===== config.mk =====
export PLATFORM = sky130hd
export DESIGN_NAME = tmav_cell
export DESIGN_NICKNAME = d
export VERILOG_FILES = /design/src/sv/tmav_pkg.sv /design/src/sv/tmav_cell.sv
export SDC_FILE = /design/constraint.sdc
export NUM_CORES = 1
export LEC_CHECK = 0
export ABC_AREA = 1
export BUFFER_PORTS_ARGS = -buffer_cell sky130_fd_sc_hd__buf_2
export CORE_UTILIZATION = 30
export DETAILED_ROUTE_END_ITERATION = 8
export GPL_ROUTABILITY_DRIVEN = 0
export PLACE_DENSITY = 0.64
export SETUP_SLACK_MARGIN = 0.2
export SYNTH_ARGS = -nofsm -noshare
export SYNTH_HDL_FRONTEND = slang
export SYNTH_SLANG_ARGS = --single-unit

===== constraint.sdc =====
create_clock -name clock -period 1.2 [get_ports clock]
set_clock_uncertainty 0.15 [all_clocks]
set_input_delay 0.12 -clock clock [delete_from_list [all_inputs] [get_ports clock]]
set_output_delay 0.12 -clock clock [all_outputs]
set_load 0.1 [all_outputs]

===== src/sv/tmav_pkg.sv =====
// Shared types, constants and helpers for the tilt-to-servo moving average.
// Used by tmav_cell, tmav_scale and tilt_to_servo_moving_average.
`timescale 1ns / 1ps

package tmav_pkg;

   localparam int WINDOW    = 50;
   localparam int ONE_G_LOG2 = 13;
   localparam int ONE_G     = 1 << ONE_G_LOG2;

   localparam int ACCEL_W   = 16;
   localparam int SAMPLE_W  = ONE_G_LOG2 + 2;
   localparam int SUM_W     = $clog2(WINDOW * ONE_G + 1) + 1;
   localparam int GAIN_W    = 10;
   localparam int OFS_W     = 16;
   localparam int PULSE_W   = 16;
   localparam int CSR_IDX_W = 2;
   localparam int CSR_DATA_W = 16;

   // sum * gain, gain taken as a positive signed operand
   localparam int PROD_W    = SUM_W + GAIN_W + 1;
   // floor(prod / 2^13) lies within +/- 1023 * WINDOW; biased by 1024 * WINDOW
   localparam int QBIAS     = 1 << GAIN_W;
   localparam int BIAS      = QBIAS * WINDOW;
   localparam int U_W       = $clog2(2 * QBIAS * WINDOW);
   // floor(u / WINDOW) as (u * RECIP) >> RECIP_SHIFT, exact for u < 2048 * WINDOW
   localparam int RECIP_SHIFT = 23;
   localparam int RECIP     = ((1 << RECIP_SHIFT) + WINDOW - 1) / WINDOW;
   localparam int RECIP_W   = RECIP_SHIFT + 1;
   localparam int RPROD_W   = U_W + RECIP_W;
   localparam int QUOT_W    = GAIN_W + 1;
   localparam int RES_W     = OFS_W + 2;

   localparam logic [GAIN_W-1:0] GAIN_RESET     = GAIN_W'(254);
   localparam logic [OFS_W-1:0]  X_OFFSET_RESET = OFS_W'(762);
   localparam logic [OFS_W-1:0]  Y_OFFSET_RESET = OFS_W'(768);

   typedef enum logic [CSR_IDX_W-1:0] {
      CSR_GAIN     = 2'd0,
      CSR_X_OFFSET = 2'd1,
      CSR_Y_OFFSET = 2'd2
   } csr_idx_type;

   typedef struct packed {
      logic ld_prod;
      logic ld_quot;
      logic ld_out;
   } pipe_ctl_type;

   // Clamp a raw sample to +/- one g.
   function automatic logic signed [SAMPLE_W-1:0] clamp_sample(
      input logic signed [ACCEL_W-1:0] raw
   );
      logic signed [ACCEL_W-1:0] lim_hi;
      logic signed [ACCEL_W-1:0] lim_lo;
      lim_hi = ACCEL_W'(ONE_G);
      lim_lo = -ACCEL_W'(ONE_G);
      if (raw > lim_hi) begin
         return SAMPLE_W'(ONE_G);
      end else if (raw < lim_lo) begin
         return -SAMPLE_W'(ONE_G);
      end else begin
         return raw[SAMPLE_W-1:0];
      end
   endfunction

endpackage


===== src/sv/tmav_cell.sv =====
// One window cell: holds one clamped X and Y sample and passes it on per beat.
// Depends on tmav_pkg.
`timescale 1ns / 1ps

module tmav_cell (
   input  logic                                  clock,
   input  logic                                  reset,
   input  logic                                  shift,
   input  logic signed [tmav_pkg::SAMPLE_W-1:0]  x_in,
   input  logic signed [tmav_pkg::SAMPLE_W-1:0]  y_in,
   output logic signed [tmav_pkg::SAMPLE_W-1:0]  x_out,
   output logic signed [tmav_pkg::SAMPLE_W-1:0]  y_out
);

   logic signed [tmav_pkg::SAMPLE_W-1:0] x_ff;
   logic signed [tmav_pkg::SAMPLE_W-1:0] y_ff;

   always_ff @(posedge clock) begin
      if (reset) begin
         x_ff <= '0;
         y_ff <= '0;
      end else if (shift) begin
         x_ff <= x_in;
         y_ff <= y_in;
      end
   end

   assign x_out = x_ff;
   assign y_out = y_ff;

endmodule


# [After elaboration in Yosys (flattened, before gate mapping)]
# Index checks and enable logic that the tools add are counted.
[word_totals] elab_cells=2 out_inout_bits=30 reg_bits=30 in_bits=33 mem_bits_rw=0 latch_bits=0 rom_bits=0 memories=0
[classes] n_addsub=0 mux=0 eq_ne=0 n_shift=0 n_lt_le_gt_ge=0 n_div=0 n_bitwise=0 mul=0 n_reduce_logical=0

# [Longest topological paths before layout]
[depth] depth_word=0 mapped_depth=5 mapped_depth_nobuf=4

# [Least setup slack after synthesis]
# No wires, ideal clock.
[synth_path] path_type="reg-to-reg" startpoint="reg, netlist name x_out[12]" endpoint="reg x_ff, in the netlist x_out[12]" arrival_time_ns=1.179 n_path_buf=0 setup_slack_ns=-0.193 synth_period_minus_slack_ns=1.393 path_stages_with_launch=3 required_time_ns=0.987 path_cell_list="dfxtp_1 -> nor2_1 -> nor2_2"
[synth_rtl] item="end signal: assignment" line="tmav_cell.sv:23" text="x_ff <= x_in;"
[synth_rtl] item="end: declaration" line="tmav_cell.sv:15" text="logic signed [tmav_pkg::SAMPLE_W-1:0] x_ff;"

# [Worst setup path in the final report]
[layout_path] startpoint="reg y_ff, in the netlist y_out[3]" endpoint="out y_out[3] in the netlist's numbering"
[layout_rtl] item="start: declaration" line="tmav_cell.sv:16" text="logic signed [tmav_pkg::SAMPLE_W-1:0] y_ff;"
[layout_rtl] item="start signal: assignment" line="tmav_cell.sv:24" text="y_ff <= y_in;"
[layout_rtl] item="end: declaration" line="tmav_cell.sv:12" text="output logic signed [tmav_pkg::SAMPLE_W-1:0] y_out"
# No word-level cell between the ends.

==> reports/metrics.csv <==
stage;metric;value;unit
sta;worstMarginPinSlew;0.1668;ns
logic_synthesis;yosys-top-cells-area;dfxtp_1, nand2_1, nor2_1;
layout;final_util;63.41;%
sta;post-route-period-util;89.89;%
logic_synthesis;syn_inst;191;
layout;nets;324;
critical_path;critPathMaxStageDelay;0.36;ns
power_and_ir_drop;p_total;3.020;mW
die;io_pins;63;
cts;clk_latency;0.27;ns
detailed_routing;dr.pass1.iters;4;
logic_synthesis;synth_top_flop_cell;dfxtp_1;
logic_synthesis;synth_edf_count;0;
detailed_routing;drc;0;
logic_synthesis;syn_avg_cell_area;6.852;um2
detailed_routing;viasPerCell;4.003;
global_routing;grt_max_degree;36;
power_and_ir_drop;leakagePower;1.331;nW
sta;slew_headroom;88.88;%
logic_synthesis;synthDistinctLibCells;8;
logic_synthesis;synth.most_common_cell;nand2_1;
logic_synthesis;ys_warn_count;0;
die;rows;23;
layout;final_area;2591;um2
critical_path;crit_slowest_cell;dfxtp_4;
layout;fillers;340;
critical_path;crit_fanout;2;
global_routing;overflow;0;
cts;path_clk_slew;0.06;ns
layout;syn2layout_area_growth;97.99;%
placement;placed_area;2158;um2
critical_path;crit_family;flip-flops;
power_and_ir_drop;pwr_density_cell;1165;nW/um2
logic_synthesis;synth-seq-cells;30;
layout;drive_above_1_share;41.44;%
critical_path;cp_cell_sequence;buf_12;
die;dieHeight;68.05;um
critical_path;cp.required;0.93;ns
logic_synthesis;synthArstFlopShare;0;%
cts;cts_root_buffer;clkbuf_8;
logic_synthesis;ys_seq_area_share;45.89;%
sta;min_period;1.079;ns
logic_synthesis;synth_nets;224;
detailed_routing;ant_nets;0;
critical_path;worstSetupEndpointType;output port;
critical_path;critical_path_class;flop to output port;
die;die_width;68.05;um
run;cap_violations;0;
placement;dp_hpwl;1.955;mm
placement;io_buffers;62;
detailed_routing;drt-total-wl;3.118;mm
detailed_routing;drtIter0Drc;62;
global_routing;grt_pass1_wl;4.995;mm
cts;cts_tree;yes;
cts;cts_buffers;5;
logic_synthesis;netlist_area;1309;um2
power_and_ir_drop;vdd_ir_drop_max;0.6809;mV
worst_hold_path;hp-class;input port to flop;
logic_synthesis;synth_common_cells;nand2_1, nor2_1, inv_1;
sta;hold_viol;0;
critical_path;cp-start-kind;flop;
critical_path;arrival;0.81;ns
sta;setup_viol;0;
die;initial_core_util;32.03;%
global_routing;antenna_found_initial;0;
cts;clockBufferDepth;2;
die;core_area;4086;um2
logic_synthesis;netlist.area_leader.share;45.89;%
die;dieArea;4631;um2
detailed_routing;wl_per_cell;9.117;um
layout;antenna_cells;0;
sta;fmax;927.0;MHz
critical_path;cp.buffers_inverters;1;
global_routing;first_global_vias;1244;
sta;setup_tns;0;ns
global_routing;grt_usage;14.94;%
cts;cts_max_level;2;
sta;slew_violations;0;
logic_synthesis;post-synth-top-area-cell;dfxtp_1;
detailed_routing;num_vias;1369;
cts;cts_sinks;30;
sta;rsz0062_at_grt;yes;
run_status;status;finished, final reports clean;
-- cell type report --
class	count	area, um2	share of cell area [%]
Clock inverter	2	10.01	0.3863
Tap cell	50	62.56	2.414
Sequential cell	30	688.2	26.56
Clock buffer	6	72.57	2.801
Multi-Input combinational cell	120	475.5	18.35
Inverter	31	116.4	4.491
Timing Repair Buffer	103	1166	45.00
-- cell families after synthesis --
family        count (synthesis)  synth area share (%)
flops                        30                 45.89
buf+inv                      41                 17.78
simple gates                120                 36.33
-- timing repair --
| item | 4_1_cts | 5_1_grt |
|---|---|---|
| gates cloned | 0 | 0 |
| hold buffers | 29 | 0 |
| endpoints found under the setup margin | 30 | 30 |
| hold endpoints to repair | 29 | 0 |
| resized for setup | 0 | 0 |
| setup buffers | 8 | 0 |
-- worst paths after layout --
| path | startpoint | endpoint | slack [ns] | depth (start not counted) |
|---|---|---|---|---|
| min | x_in[12] | x_out[12] | 0.01 | 5 |
| min reg2reg | x_out[13] | x_out[13] | 0.33 | 2 |
| max reg2reg | x_out[10] | x_out[10] | 0.37 | 3 |
| max | y_out[3] | y_out[3] | 0.12 | 1 |
-- sequential cells by signal, indices dropped and copies added (netlist names) --
name and count:
y_out 15, x_out 15
-- routing by layer --
metal,track usage (%),vias to the layer above,share of wire [%]
li1,-,738,-
met1,13.32,584,37
met2,28.92,41,54
met3,6.667,6,7.2
met4,5.469,0,1.5
met5,0,-,0
-- cells in the final DEF (no fill, tap or decap), drive strengths merged --
cell	synthesis	routed
buf	10	74
nand2	60	60
nor2	60	60
inv	31	31
dfxtp	30	30
dlygate4sd3	0	29
clkbuf	0	6
clkinv	0	2
-- power breakdown --
| group | switching [mW] | internal, mW | total [mW] |
|---|---|---|---|
| Clock | 0.345 | 0.400 | 0.746 |
| Combinational | 0.682 | 0.458 | 1.14 |
| Sequential | 0.0719 | 1.06 | 1.13 |
| Total | 1.10 | 1.92 | 3.02 |
-- through the flow --
stage	std cells	setup WS, ns	hold WS, ns
after floorplan	191	0.1269	0.1485
after global placement	297	0.3144	0.2515
after detailed placement	297	0.3031	0.2606
after CTS	342	0.1039	0.001712
after global routing	342	0.08341	0.01049
final	342	0.1213	0.009587
(Power assumes the default switching activity.)
