[src/sv/tmav_pkg.sv]
// Shared types, constants and helpers for the tilt-to-servo moving average.
// Used by tmav_cell, tmav_scale and tilt_to_servo_moving_average.
`timescale 1ns / 1ps

package tmav_pkg;

   localparam int WINDOW    = 50;
   localparam int ONE_G_LOG2 = 13;
   localparam int ONE_G     = 1 << ONE_G_LOG2;

   localparam int ACCEL_W   = 16;
   localparam int SAMPLE_W  = ONE_G_LOG2 + 2;
   localparam int SUM_W     = $clog2(WINDOW * ONE_G + 1) + 1;
   localparam int GAIN_W    = 10;
   localparam int OFS_W     = 16;
   localparam int PULSE_W   = 16;
   localparam int CSR_IDX_W = 2;
   localparam int CSR_DATA_W = 16;

   // sum * gain, gain taken as a positive signed operand
   localparam int PROD_W    = SUM_W + GAIN_W + 1;
   // floor(prod / 2^13) lies within +/- 1023 * WINDOW; biased by 1024 * WINDOW
   localparam int QBIAS     = 1 << GAIN_W;
   localparam int BIAS      = QBIAS * WINDOW;
   localparam int U_W       = $clog2(2 * QBIAS * WINDOW);
   // floor(u / WINDOW) as (u * RECIP) >> RECIP_SHIFT, exact for u < 2048 * WINDOW
   localparam int RECIP_SHIFT = 23;
   localparam int RECIP     = ((1 << RECIP_SHIFT) + WINDOW - 1) / WINDOW;
   localparam int RECIP_W   = RECIP_SHIFT + 1;
   localparam int RPROD_W   = U_W + RECIP_W;
   localparam int QUOT_W    = GAIN_W + 1;
   localparam int RES_W     = OFS_W + 2;

   localparam logic [GAIN_W-1:0] GAIN_RESET     = GAIN_W'(254);
   localparam logic [OFS_W-1:0]  X_OFFSET_RESET = OFS_W'(762);
   localparam logic [OFS_W-1:0]  Y_OFFSET_RESET = OFS_W'(768);

   typedef enum logic [CSR_IDX_W-1:0] {
      CSR_GAIN     = 2'd0,
      CSR_X_OFFSET = 2'd1,
      CSR_Y_OFFSET = 2'd2
   } csr_idx_type;

   typedef struct packed {
      logic ld_prod;
      logic ld_quot;
      logic ld_out;
   } pipe_ctl_type;

   // Clamp a raw sample to +/- one g.
   function automatic logic signed [SAMPLE_W-1:0] clamp_sample(
      input logic signed [ACCEL_W-1:0] raw
   );
      logic signed [ACCEL_W-1:0] lim_hi;
      logic signed [ACCEL_W-1:0] lim_lo;
      lim_hi = ACCEL_W'(ONE_G);
      lim_lo = -ACCEL_W'(ONE_G);
      if (raw > lim_hi) begin
         return SAMPLE_W'(ONE_G);
      end else if (raw < lim_lo) begin
         return -SAMPLE_W'(ONE_G);
      end else begin
         return raw[SAMPLE_W-1:0];
      end
   endfunction

endpackage

[src/sv/tmav_scale.sv]
// Per-axis scaling: sum * gain, floor divide by WINDOW * 8192, add offset, saturate.
// Three registered steps driven by a pipe_ctl_type from the top. Depends on tmav_pkg.
`timescale 1ns / 1ps

module tmav_scale (
   input  logic                                clock,
   input  tmav_pkg::pipe_ctl_type              ctl,
   input  logic signed [tmav_pkg::SUM_W-1:0]   sum,
   input  logic [tmav_pkg::GAIN_W-1:0]         gain,
   input  logic [tmav_pkg::OFS_W-1:0]          offset,
   output logic [tmav_pkg::PULSE_W-1:0]        pulse
);

   logic signed [tmav_pkg::PROD_W-1:0]  prod_ff;
   logic signed [tmav_pkg::PROD_W-1:0]  prod_in;
   logic signed [tmav_pkg::PROD_W-1:0]  biased;
   logic [tmav_pkg::U_W-1:0]            u_val;
   logic [tmav_pkg::RPROD_W-1:0]        rprod;
   logic [tmav_pkg::QUOT_W-1:0]         quot_ff;
   logic [tmav_pkg::QUOT_W-1:0]         quot_in;
   logic signed [tmav_pkg::RES_W-1:0]   res;
   logic [tmav_pkg::PULSE_W-1:0]        pulse_ff;
   logic [tmav_pkg::PULSE_W-1:0]        pulse_in;

   assign prod_in = tmav_pkg::PROD_W'(sum) *
                    tmav_pkg::PROD_W'($signed({1'b0, gain}));

   // arithmetic shift floors by 8192; bias makes the remaining divide unsigned
   assign biased  = (prod_ff >>> tmav_pkg::ONE_G_LOG2) +
                    tmav_pkg::PROD_W'(tmav_pkg::BIAS);
   assign u_val   = biased[tmav_pkg::U_W-1:0];
   assign rprod   = tmav_pkg::RPROD_W'(u_val) *
                    tmav_pkg::RPROD_W'(tmav_pkg::RECIP);
   assign quot_in = rprod[tmav_pkg::RECIP_SHIFT +: tmav_pkg::QUOT_W];

   assign res = $signed({2'b00, offset}) + $signed(tmav_pkg::RES_W'(quot_ff)) -
                tmav_pkg::RES_W'(tmav_pkg::QBIAS);

   always_comb begin
      if (res < 0) begin
         pulse_in = '0;
      end else if (res > $signed(tmav_pkg::RES_W'({tmav_pkg::PULSE_W{1'b1}}))) begin
         pulse_in = '1;
      end else begin
         pulse_in = res[tmav_pkg::PULSE_W-1:0];
      end
   end

   always_ff @(posedge clock) begin
      if (ctl.ld_prod) begin
         prod_ff <= prod_in;
      end
      if (ctl.ld_quot) begin
         quot_ff <= quot_in;
      end
      if (ctl.ld_out) begin
         pulse_ff <= pulse_in;
      end
   end

   assign pulse = pulse_ff;

endmodule

[config.mk]
export PLATFORM = sky130hd
export DESIGN_NAME = tmav_scale
export DESIGN_NICKNAME = d
export VERILOG_FILES = /design/src/sv/tmav_pkg.sv /design/src/sv/tmav_scale.sv
export SDC_FILE = /design/constraint.sdc
export NUM_CORES = 1
export LEC_CHECK = 0
export BUFFER_PORTS_ARGS = -buffer_cell sky130_fd_sc_hd__buf_2
export CORE_MARGIN = 3
export CORE_UTILIZATION = 35
export CTS_CLUSTER_DIAMETER = 80
export DETAILED_ROUTE_END_ITERATION = 10
export GPL_TIMING_DRIVEN = 0
export SYNTH_ARGS = -nofsm -noshare
export SYNTH_HDL_FRONTEND = slang
export SYNTH_SLANG_ARGS = --single-unit
export TNS_END_PERCENT = 10
[constraint.sdc]
create_clock -name clock -period 18.4 [get_ports clock]
set_input_delay 1.84 -clock clock [delete_from_list [all_inputs] [get_ports clock]]
set_output_delay 1.84 -clock clock [all_outputs]
set_load 0.005 [all_outputs]
---- Word level (Yosys, flattened, before mapping) ----
Index checks and enable logic that the tools add are counted.
word-level totals
  register bits ........................... 57
  output and inout port bits .............. 16
operators by class
  add/sub/neg operators ................... 3
  multipliers ............................. 2
  magnitude comparators ................... 2
  multiplexer cells ....................... 1
operators with widths
  operator                                                     number
  multiplier 17 x 18 -> 34 bit, second input constant          1
  multiplier 20 x 11 -> 30 bit                                 1
  > comparator 18 x 17 -> 1 bit, second input constant         1
  less-than comparator 18 x 1 -> 1 bit, second input constant  1
  subtractor 17 x 11 -> 18 bit, second input constant          1
  adder 16 x 11 -> 17 bit                                      1
  adder 17 bit, second input constant                          1
  2-to-1 mux 16 bit                                            1

---- Longest topological paths before layout ----
Gate-level depths: netlist of the first run.
  word-level depth ........................ 4
  mapped depth ............................ 25

---- Worst setup path after synthesis of the first run ----
Ideal clock, no wire load.
  path kind ............................... input-to-reg
  start point ............................. input port gain[4] (netlist bit)
  end point ............................... register prod_ff[24] (netlist bit), data pin
  arrival ................................. 6535 ps
  data required time ...................... 18142 ps
  setup slack ............................. 11607 ps
  cell stages on the path ................. 20
  cell sequence ........................... clkbuf_1 -> nand2_1 -> fa_1 -> fa_1 -> inv_1 -> fa_1 -> inv_1 -> fa_1 -> inv_1 -> fa_1 -> ha_1 -> a211oi_1 -> nand2_1 -> a21oi_1 -> a211oi_2 -> a221o_2 -> a22oi_1 -> a21oi_1 -> nor2_1 -> xnor2_1
between the ends
  word-level cells in the longest chain between the ends .. 1
ends and longest elaborated chain
  item                          RTL line          RTL
  from (decl)                   tmav_scale.sv:9   input logic [tmav_pkg::GAIN_W-1:0] gain,
  multiplier 20 x 11 -> 30 bit  tmav_scale.sv:25  assign prod_in = tmav_pkg::PROD_W'(sum) *
  named net prod_in, one bit    tmav_scale.sv:15  logic signed [tmav_pkg::PROD_W-1:0] prod_in;
  to (signal assigned)          tmav_scale.sv:51  prod_ff <= prod_in;
  to (decl)                     tmav_scale.sv:14  logic signed [tmav_pkg::PROD_W-1:0] prod_ff;
The timed path passes the listed nets, and every way through them passes these cells.
A chain may end at the register's enable or synchronous reset.

---- Final worst setup path of the first run ----
  start point ............................. register prod_ff[24] (netlist bit)
  end point ............................... register quot_ff[9] (netlist bit), data pin
between the ends
  word-level cells in the longest chain between the ends .. 2
ends and longest elaborated chain
  item                          RTL line          RTL
  adder 17 bit                  tmav_scale.sv:29  assign biased = (prod_ff >>> tmav_pkg::ONE_G_LOG2) +
  multiplier 17 x 18 -> 34 bit  tmav_scale.sv:32  assign rprod = tmav_pkg::RPROD_W'(u_val) *
  named net quot_in, one bit    tmav_scale.sv:20  logic [tmav_pkg::QUOT_W-1:0] quot_in;
  to (signal assigned)          tmav_scale.sv:54  quot_ff <= quot_in;
  to (decl)                     tmav_scale.sv:19  logic [tmav_pkg::QUOT_W-1:0] quot_ff;
The timed path passes the listed nets, and every way through them passes these cells.

==> impl_metrics.toml, run 1 <==
[layout]
final_common_cell = "inv_1"
finalNetCount = 2033
drive_gt1_share_pct = 4.27
fillerInstances = 3986
fin_cells = 2003
layout_common_cells = "370 x inv_1, 277 x fa_1, 230 x ha_1, 116 x and2_1, 101 x nand2_1"
area_growth_pct = 7.17

[placed_design]
hpwl_mm = 25.5
place_congestion = 0.881
post-place-ws_ns = 10.99
dpl.cell_count = 1994
port_buffers = 37

[synth]
synth_cell_types = 54
synth_edf_count = 44
synth_seq_cells = 44
syn_inst = 1432
synth_warnings = 0
syn_nets = 1989
async_reset_ff_share_pct = 0
yosysSeqAreaShare_pct = 9.32
synth_flop_cell = "edfxtp_1"
syn_avg_cell_area_um2 = 9.90
synth_area_mm2 = 0.0142

[critical_path]
path_class = "register to register"
cp_common_cell = "fa_1"
required_ns = 18.46
start_kind = "register"
cp-end-kind = "register"
cp_max_fo = 7
slowest_stage = "xnor2_1"
critical_path_arrival_ns = 7.19
cp_top_family = "adder cells"
slowest_delay_ns = 0.51
path_buf_inv = 5

[timing]
relSlewSlack_pct = 48.5
period_minus_slack_ns = 7.13
setup_tns_ns = 0
report.final.slew_viol_count = 0
fin_ws_ns = 11.27
rsz0062_at_grt = "no"
tightestPinTransition_ns = 0.769
hold_viol = 0
fin_crit_sh_pct = 38.8
skew_ns = 0.00452
setup_viol = 0
max_freq_mhz = 140

[detailed_routing]
viasPerCell = 4.58
drtAntennaViolNets = 0
drcViolationCount = 0
drt-initial-drc-count = 289
firstDrtPassIters = 4
routed_wl_mm = 28.5
routedWlPerCell_um = 14.2
dr_total_vias = 9182

[cts]
clock_latency_ns = 0.30
cts_tree = "yes"
cts_hold_buffers = 0
cts_max_level = 2
cts_setup_buffers = 0
cts_sinks = 44
clk_pin_slew_ns = 0.07
ctsResizeCount = 0
numCtsBuffers = 5
clockBufferDepth = 2
ctsRootBufferMaster = "clkbuf_16"

[grt]
track_usage_pct = 13.9
grt_max_degree = 18
grt_pass1_wl_mm = 49.9
antenna_found_initial = 1
grt_pass1_vias = 10285
grt_overflow = 0

[min_path]
hold_path_class = "register to register"

[die]
fp.dieW_um = 207
core_region_area_mm2 = 0.0399
die_area_mm2 = 0.0430
die_h_um = 207
start_util_pct = 35.5
ioPinCount = 66
std_cell_rows = 73

[job]
cap_violations = 0

[status]
outcome = "complete, no violations"
-- cell families (layout without fill, tap and decap cells) --
group	Yosys count	count (layout)	synth area share (%)
buffers and inverters	412	457	11.0
xor gates and xnor gates	59	59	3.78
muxes	1	1	0.0794
and+or+nand+nor	280	280	10.1
other	0	1	0
AOI/OAI and AO/OA	129	129	6.29
DFF	44	44	9.32
adders and majority gates	507	507	59.4
-- path summary, 6_finish.rpt --
path | endpoint | slack (ns) | startpoint | depth (start not counted)
min | pulse[0] | 0.69 | quot_ff[0] | 2
max reg2reg | quot_ff[9] | 11.27 | prod_ff[24] | 25
min reg2reg | pulse[0] | 0.69 | quot_ff[0] | 2
max | quot_ff[9] | 11.27 | prod_ff[24] | 25
-- cells in the mapped netlist, drive strengths merged (14+ instances only) --
master / n / area share (%)
ha: 230 / 20
clkbuf: 39 / 1.0
a21oi: 34 / 1.2
xor2: 24 / 1.5
a21o: 14 / 0.74
fa: 277 / 39
inv: 370 / 9.8
nor2: 21 / 0.56
o21a: 24 / 1.3
and2: 116 / 5.1
edfxtp: 44 / 9.3
xnor2: 35 / 2.3
o21ai: 18 / 0.64
nand2: 101 / 2.7
-- sequential cells by signal (all words and copies together), names as in the netlist --
register / cells
prod_ff: 17
pulse: 16
quot_ff: 11
-- worst min-delay path: stages (launching register included) --
cell and delay [ns]:
edfxtp_1 0.34, ha_1 0.13, o21a_1 0.12
-- cell type report --
class	count	area [um^2]	area share [%]
antenna	1	2.50	0.0165
buffer	42	169	1.11
clock buffer	5	125	0.823
clock inverter	3	46.3	0.305
inverter	370	1390	9.14
multi-input combinational	976	11300	74.4
sequential	44	1320	8.70
tap	525	657	4.32
timing repair buffer	37	185	1.22
-- metal layers --
metal | vias up | global-route usage (%) | wire length, um
li1 | 4469 | - | -
met1 | 4559 | 18.5 | 13400
met2 | 131 | 24.8 | 14000
met3 | 23 | 1.25 | 690
met4 | 0 | 2.67 | 443
met5 | - | 0 | 0
-- metrics by stage --
step	hold slack [ns]	util [%]	cell area (um^2)
global route	0.730	38.1	15200
finish	0.694	38.1	15200
detailed placement	0.669	37.6	15000
CTS	0.699	38.1	15200
floorplan	0.621	-	14200
global placement	0.673	37.6	15000
Power of run 1 is left out: the tool's default activity adds up to more than one toggle a clock period on the data nets, which glitch-free logic cannot reach.
==> run 2, diff against run 1 <==
Settings changed: ABC_AREA from default to 1.
Clock period 18.4 ns to 7.4 ns, I/O delays scaled along.
==> run 2 against run 1 <==
Design area is 13% higher. Critical path type unchanged. Non-clock buffer count fell by 2. Wire length increased by 33%. Clock skew rose by 0.0066 ns. Hold slack better by 0.035 ns. Global-route usage is 2.5 points higher. First-iteration DRC count increased by 65%. Highest routed layer unchanged.
==> impl_metrics.toml, run 2 <==
[synth]
syn_nets = 2622
yosysSeqAreaShare_pct = 8.20
synth.most_common_cell = "inv_1"
synth_area_mm2 = 0.0161
synth_cell_types = 41
synth_seq_cells = 44
synth_warnings = 0
synth_common_cells = "595 x inv_1, 482 x nand2_1, 277 x fa_1"
synth_flop_cell = "edfxtp_1"
async_reset_ff_share_pct = 0
syn_inst = 2065
yosysTopAreaCellShare_pct = 34.4
synth_top_area_cell = "fa_1"
synth_edf_count = 44
syn_avg_cell_area_um2 = 7.80
synthTopCellsByArea = "fa_1 34%, ha_1 18%, inv_1 14%"

[timing]
fin_crit_sh_pct = 85.9
rsz0062_at_grt = "no"
tightestPinTransition_ns = 0.715
setup_tns_ns = 0
period_minus_slack_ns = 6.36
hold_viol = 0
relSlewSlack_pct = 52.2
setup_viol = 0
report.final.slew_viol_count = 0
max_freq_mhz = 157
skew_ns = 0.0111

[placed_design]
port_buffers = 35
hpwl_mm = 34.1
place_area_mm2 = 0.0170
dpl.cell_count = 2692
place_congestion = 0.928

[layout]
finalNetCount = 2664
final_common_cell = "inv_1"
layout_common_cells = "595 x inv_1, 482 x nand2_1, 277 x fa_1, 230 x ha_1, 102 x nor2_1"
stdcell_area_mm2 = 0.0172
n_antenna_cell = 0
area_growth_pct = 6.75
regMostFlops = "prod_ff"
ff_latch_area_mm2 = 0.00132
drive_gt1_share_pct = 3.70
multi_input_area_mm2 = 0.0124
fin_cells = 2700
postLayoutCoreUtil_pct = 38.4
fillerInstances = 4665
largest_reg_flops = 17

[critical_path]
cp-end-kind = "register"
required_ns = 7.45
slowest_stage = "fa_1"
cp_common_cell = "nand2_1"
critical_path_arrival_ns = 6.41
cp_max_fo = 9
start_kind = "register"
path_class = "register to register"
slowest_delay_ns = 0.50

[cts]
ctsRootBufferMaster = "clkbuf_16"
clockBufferDepth = 2
numCtsBuffers = 5
ctsResizeCount = 0
cts_hold_buffers = 0
clock_latency_ns = 0.30
cts_max_level = 2
cts_setup_buffers = 0
clk_pin_slew_ns = 0.07
cts_sinks = 44
cts_tree = "yes"

[grt]
grt_max_degree = 18
grt_pass1_wl_mm = 64.9
grt_overflow = 0
track_usage_pct = 16.4
grt_pass1_vias = 13384
antenna_found_initial = 0

[detailed_routing]
routedWlPerCell_um = 14.1
drcViolationCount = 0
dr_total_vias = 12520
viasPerCell = 4.64
drtAntennaViolNets = 0
drt-initial-drc-count = 478
firstDrtPassIters = 5
routed_wl_mm = 38.0

[die]
fp.dieW_um = 221
start_util_pct = 35.9
std_cell_rows = 77
die_h_um = 221
die_area_mm2 = 0.0486
ioPinCount = 66
core_region_area_mm2 = 0.0448

[status]
outcome = "complete, no violations"

[min_path]
hold_path_class = "register to register"

[job]
cap_violations = 0
-- run 2: stage by stage --
stage	setup slack, ns	hold slack, ns
2_1_floorplan	1.71	0.669
3_3_place_gp	1.15	0.727
3_5_place_dp	1.05	0.727
4_1_cts	1.02	0.741
5_1_grt	0.474	0.801
6_report	1.04	0.729
-- run 2: layer usage --
metal	routed length [um]	part of all wire, %	vias up	global-route usage [%]
li1	-	-	6207	-
met1	17300	46	6037	21.4
met2	18800	49	226	29.8
met3	1070	2.8	50	1.06
met4	790	2.1	0	3.71
met5	0	0	-	0
-- run 2: final timing paths --
path | start | depth (start not counted) | slack (ns) | end
min reg2reg | quot_ff[0] | 5 | 0.73 | pulse[0]
min | quot_ff[0] | 5 | 0.73 | pulse[0]
max reg2reg | prod_ff[25] | 27 | 1.04 | quot_ff[9]
max | prod_ff[25] | 27 | 1.04 | quot_ff[9]
-- run 2: layout make-up --
type                    instances  area share, %
repair buffers                 35           1.02
inverters                     598           13.1
clock inverters                 3          0.269
multi-input cells            1381           71.9
well taps                     592           4.31
plain buffers                  42           1.05
clock buffers                   5          0.728
flip-flops and latches         44           7.69
-- run 2: worst max-delay path: cells and delay by family (launching register included) --
| kind | cells | cell delay, ns |
|---|---|---|
| AOI/OAI and AO/OA | 3 | 0.60 |
| and+or+nand+nor | 10 | 1.08 |
| DFF | 1 | 0.47 |
| xor gates and xnor gates | 1 | 0.44 |
| adders and majority gates | 8 | 3.14 |
| buffers and inverters | 5 | 0.36 |
-- run 2: kinds of logic after synthesis --
group                    after synthesis  share of synthesized area (%)
AND/OR/NAND/NOR                      693                           17.4
AO/OA/AOI/OAI                        152                           5.36
adder cells (fa/ha/maj)              507                           52.3
XOR/XNOR                              29                           1.67
buffers and inverters                640                           15.1
flip-flops                            44                           8.20
Power of run 2 is left out for the same reason.
==> run 3, diff against run 2 <==
--- a/config.mk
+++ b/config.mk
@@ -9,2 +9,3 @@
 export BUFFER_PORTS_ARGS = -buffer_cell sky130_fd_sc_hd__buf_2
+export CAP_MARGIN = 40
 export CORE_MARGIN = 3
==> constraint.sdc (replaced) <==
create_clock -name clock -period 6.1 [get_ports clock]
set_input_delay 1.22 -clock clock [delete_from_list [all_inputs] [get_ports clock]]
set_output_delay 1.22 -clock clock [all_outputs]
set_load 0.005 [all_outputs]
==> run 3 against run 2 <==
Sequential share of layout area fell by 0.071 points. First-iteration DRC count rose by 1.5%. Hold slack got worse by 0.0010 ns. Flip-flop and latch count did not move. Non-clock buffer count rose by 8. Global-route usage barely moved. Clock skew fell by 0.00083 ns. Critical path type is now input port to register. Highest routed layer unchanged.
==> impl_metrics.toml, run 3 (same netlist as run 2, synthesis figures left out) <==
[layout]
final_common_cell = "inv_1"
postLayoutCoreUtil_pct = 38.7
area_growth_pct = 7.75
layout_common_cells = "594 x inv_1, 481 x nand2_1, 277 x fa_1, 229 x ha_1, 98 x nor2_1"
largest_reg_flops = 17
finalNetCount = 2672
n_antenna_cell = 0
drive_gt1_share_pct = 5.43
regMostFlops = "prod_ff"

[timing]
fin_ws_ns = 0.198
rsz0062_at_grt = "yes"
period_minus_slack_ns = 5.90
fin_crit_sh_pct = 96.8
max_freq_mhz = 169
hold_viol = 0
report.final.slew_viol_count = 0
tightestPinTransition_ns = 0.667
skew_ns = 0.0103
setup_viol = 0
relSlewSlack_pct = 55.5

[detailed_routing]
drtAntennaViolNets = 0
drt-initial-drc-count = 485
routed_wl_mm = 38.1
drcViolationCount = 0
routedWlPerCell_um = 14.1
viasPerCell = 4.64
dr_total_vias = 12552
firstDrtPassIters = 5

[grt]
antenna_found_initial = 0
track_usage_pct = 16.4
grt_pass1_wl_mm = 64.9
grt_max_degree = 18
grt_overflow = 0
grt_pass1_vias = 13400

[cts]
cts_tree = "yes"
ctsRootBufferMaster = "clkbuf_16"
cts_max_level = 2
cts_hold_buffers = 0
numCtsBuffers = 5
clk_pin_slew_ns = 0.07
clock_latency_ns = 0.30
cts_sinks = 44
clockBufferDepth = 2

[min_path]
hold_path_class = "register to register"
whs_path_depth = 5
min_to = "pulse[0]"
min_from = "quot_ff[0]"

[critical_path]
rr_startpoint = "prod_ff[24]"
cp-end-kind = "register"
r2r_setup_slack_ns = 0.29
worstReg2RegEnd = "quot_ff[6]"
cp_max_fo = 10
reg2reg_depth = 25
required_ns = 6.16
path_class = "input port to register"
critical_path_arrival_ns = 5.96
start_kind = "input port"

[placed_design]
port_buffers = 35
post-place-ws_ns = -0.456
place_congestion = 0.928
hpwl_mm = 34.1

[die]
core_region_area_mm2 = 0.0448
ioPinCount = 66
start_util_pct = 35.9
fp.dieW_um = 221
die_area_mm2 = 0.0486
std_cell_rows = 77
die_h_um = 221

[status]
outcome = "complete, no violations"

[job]
cap_violations = 0
run 3: changes by cell type in the layout (fill, tap and decap cells not counted), sizes merged:
cell / delta
buf: +7
clkbuf: +1
run 3: per-stage QoR:
stage,instance area [um^2],setup TNS (ns),cells,hold slack (ns)
after global routing,17400,-0.175,2708,0.801
after CTS,17200,-0.0569,2700,0.741
after global placement,17000,-2.45,2692,0.727
after detailed placement,17000,-3.88,2692,0.727
final,17400,0,2708,0.728
after floorplan,16100,0,2065,0.669
run 3: area by class of cell:
class / instances / area [um^2]
plain buffers: 42 / 200
clock buffers: 5 / 125
clock inverters: 3 / 46.3
fillers: 4649 / 27400
inverters: 598 / 2240
multi-input cells: 1381 / 12400
flip-flops and latches: 44 / 1320
well taps: 592 / 741
repair buffers: 43 / 235
run 3: routing by layer:
metal | GRT usage (%) | wire length, um
met1 | 21.4 | 17200
met5 | 0 | 0
met3 | 1.06 | 1090
met2 | 29.9 | 19000
met4 | 3.71 | 777
run 3: worst max path at each step:
stage / from / to / slack, ns / cells after the start
4_1_cts: prod_ff[25] / quot_ff[9] / -0.06 / 27
3_5_place_dp: gain[2] / prod_ff[28] / -0.46 / 20
2_1_floorplan: sum[19] / prod_ff[28] / 0.30 / 20
5_1_grt: sum[9] / prod_ff[27] / -0.05 / 17
6_report: gain[3] / prod_ff[28] / 0.20 / 18
3_3_place_gp: gain[2] / prod_ff[28] / -0.40 / 20
run 3: worst max-delay path, cell delays in order:
cell      delay, ns
clkbuf_1       0.50
nand2_1        0.16
fa_1           0.51
fa_1           0.52
inv_1          0.05
fa_1           0.49
inv_1          0.06
fa_1           0.53
inv_1          0.05
fa_1           0.47
ha_1           0.33
nand2_1        0.14
o21ai_0        0.37
a21oi_1        0.07
o21ai_0        0.18
nand2_1        0.15
nand3_1        0.10
nand2_1        0.07
run 3: timing repair:
item	4_1_cts	5_1_grt
resized for setup	5	42
setup endpoints to repair	15	21
endpoints found under the hold margin	0	0
pin swaps	0	5
cloned	0	0
setup buffers	0	8
Power of run 3 is left out for the same reason.
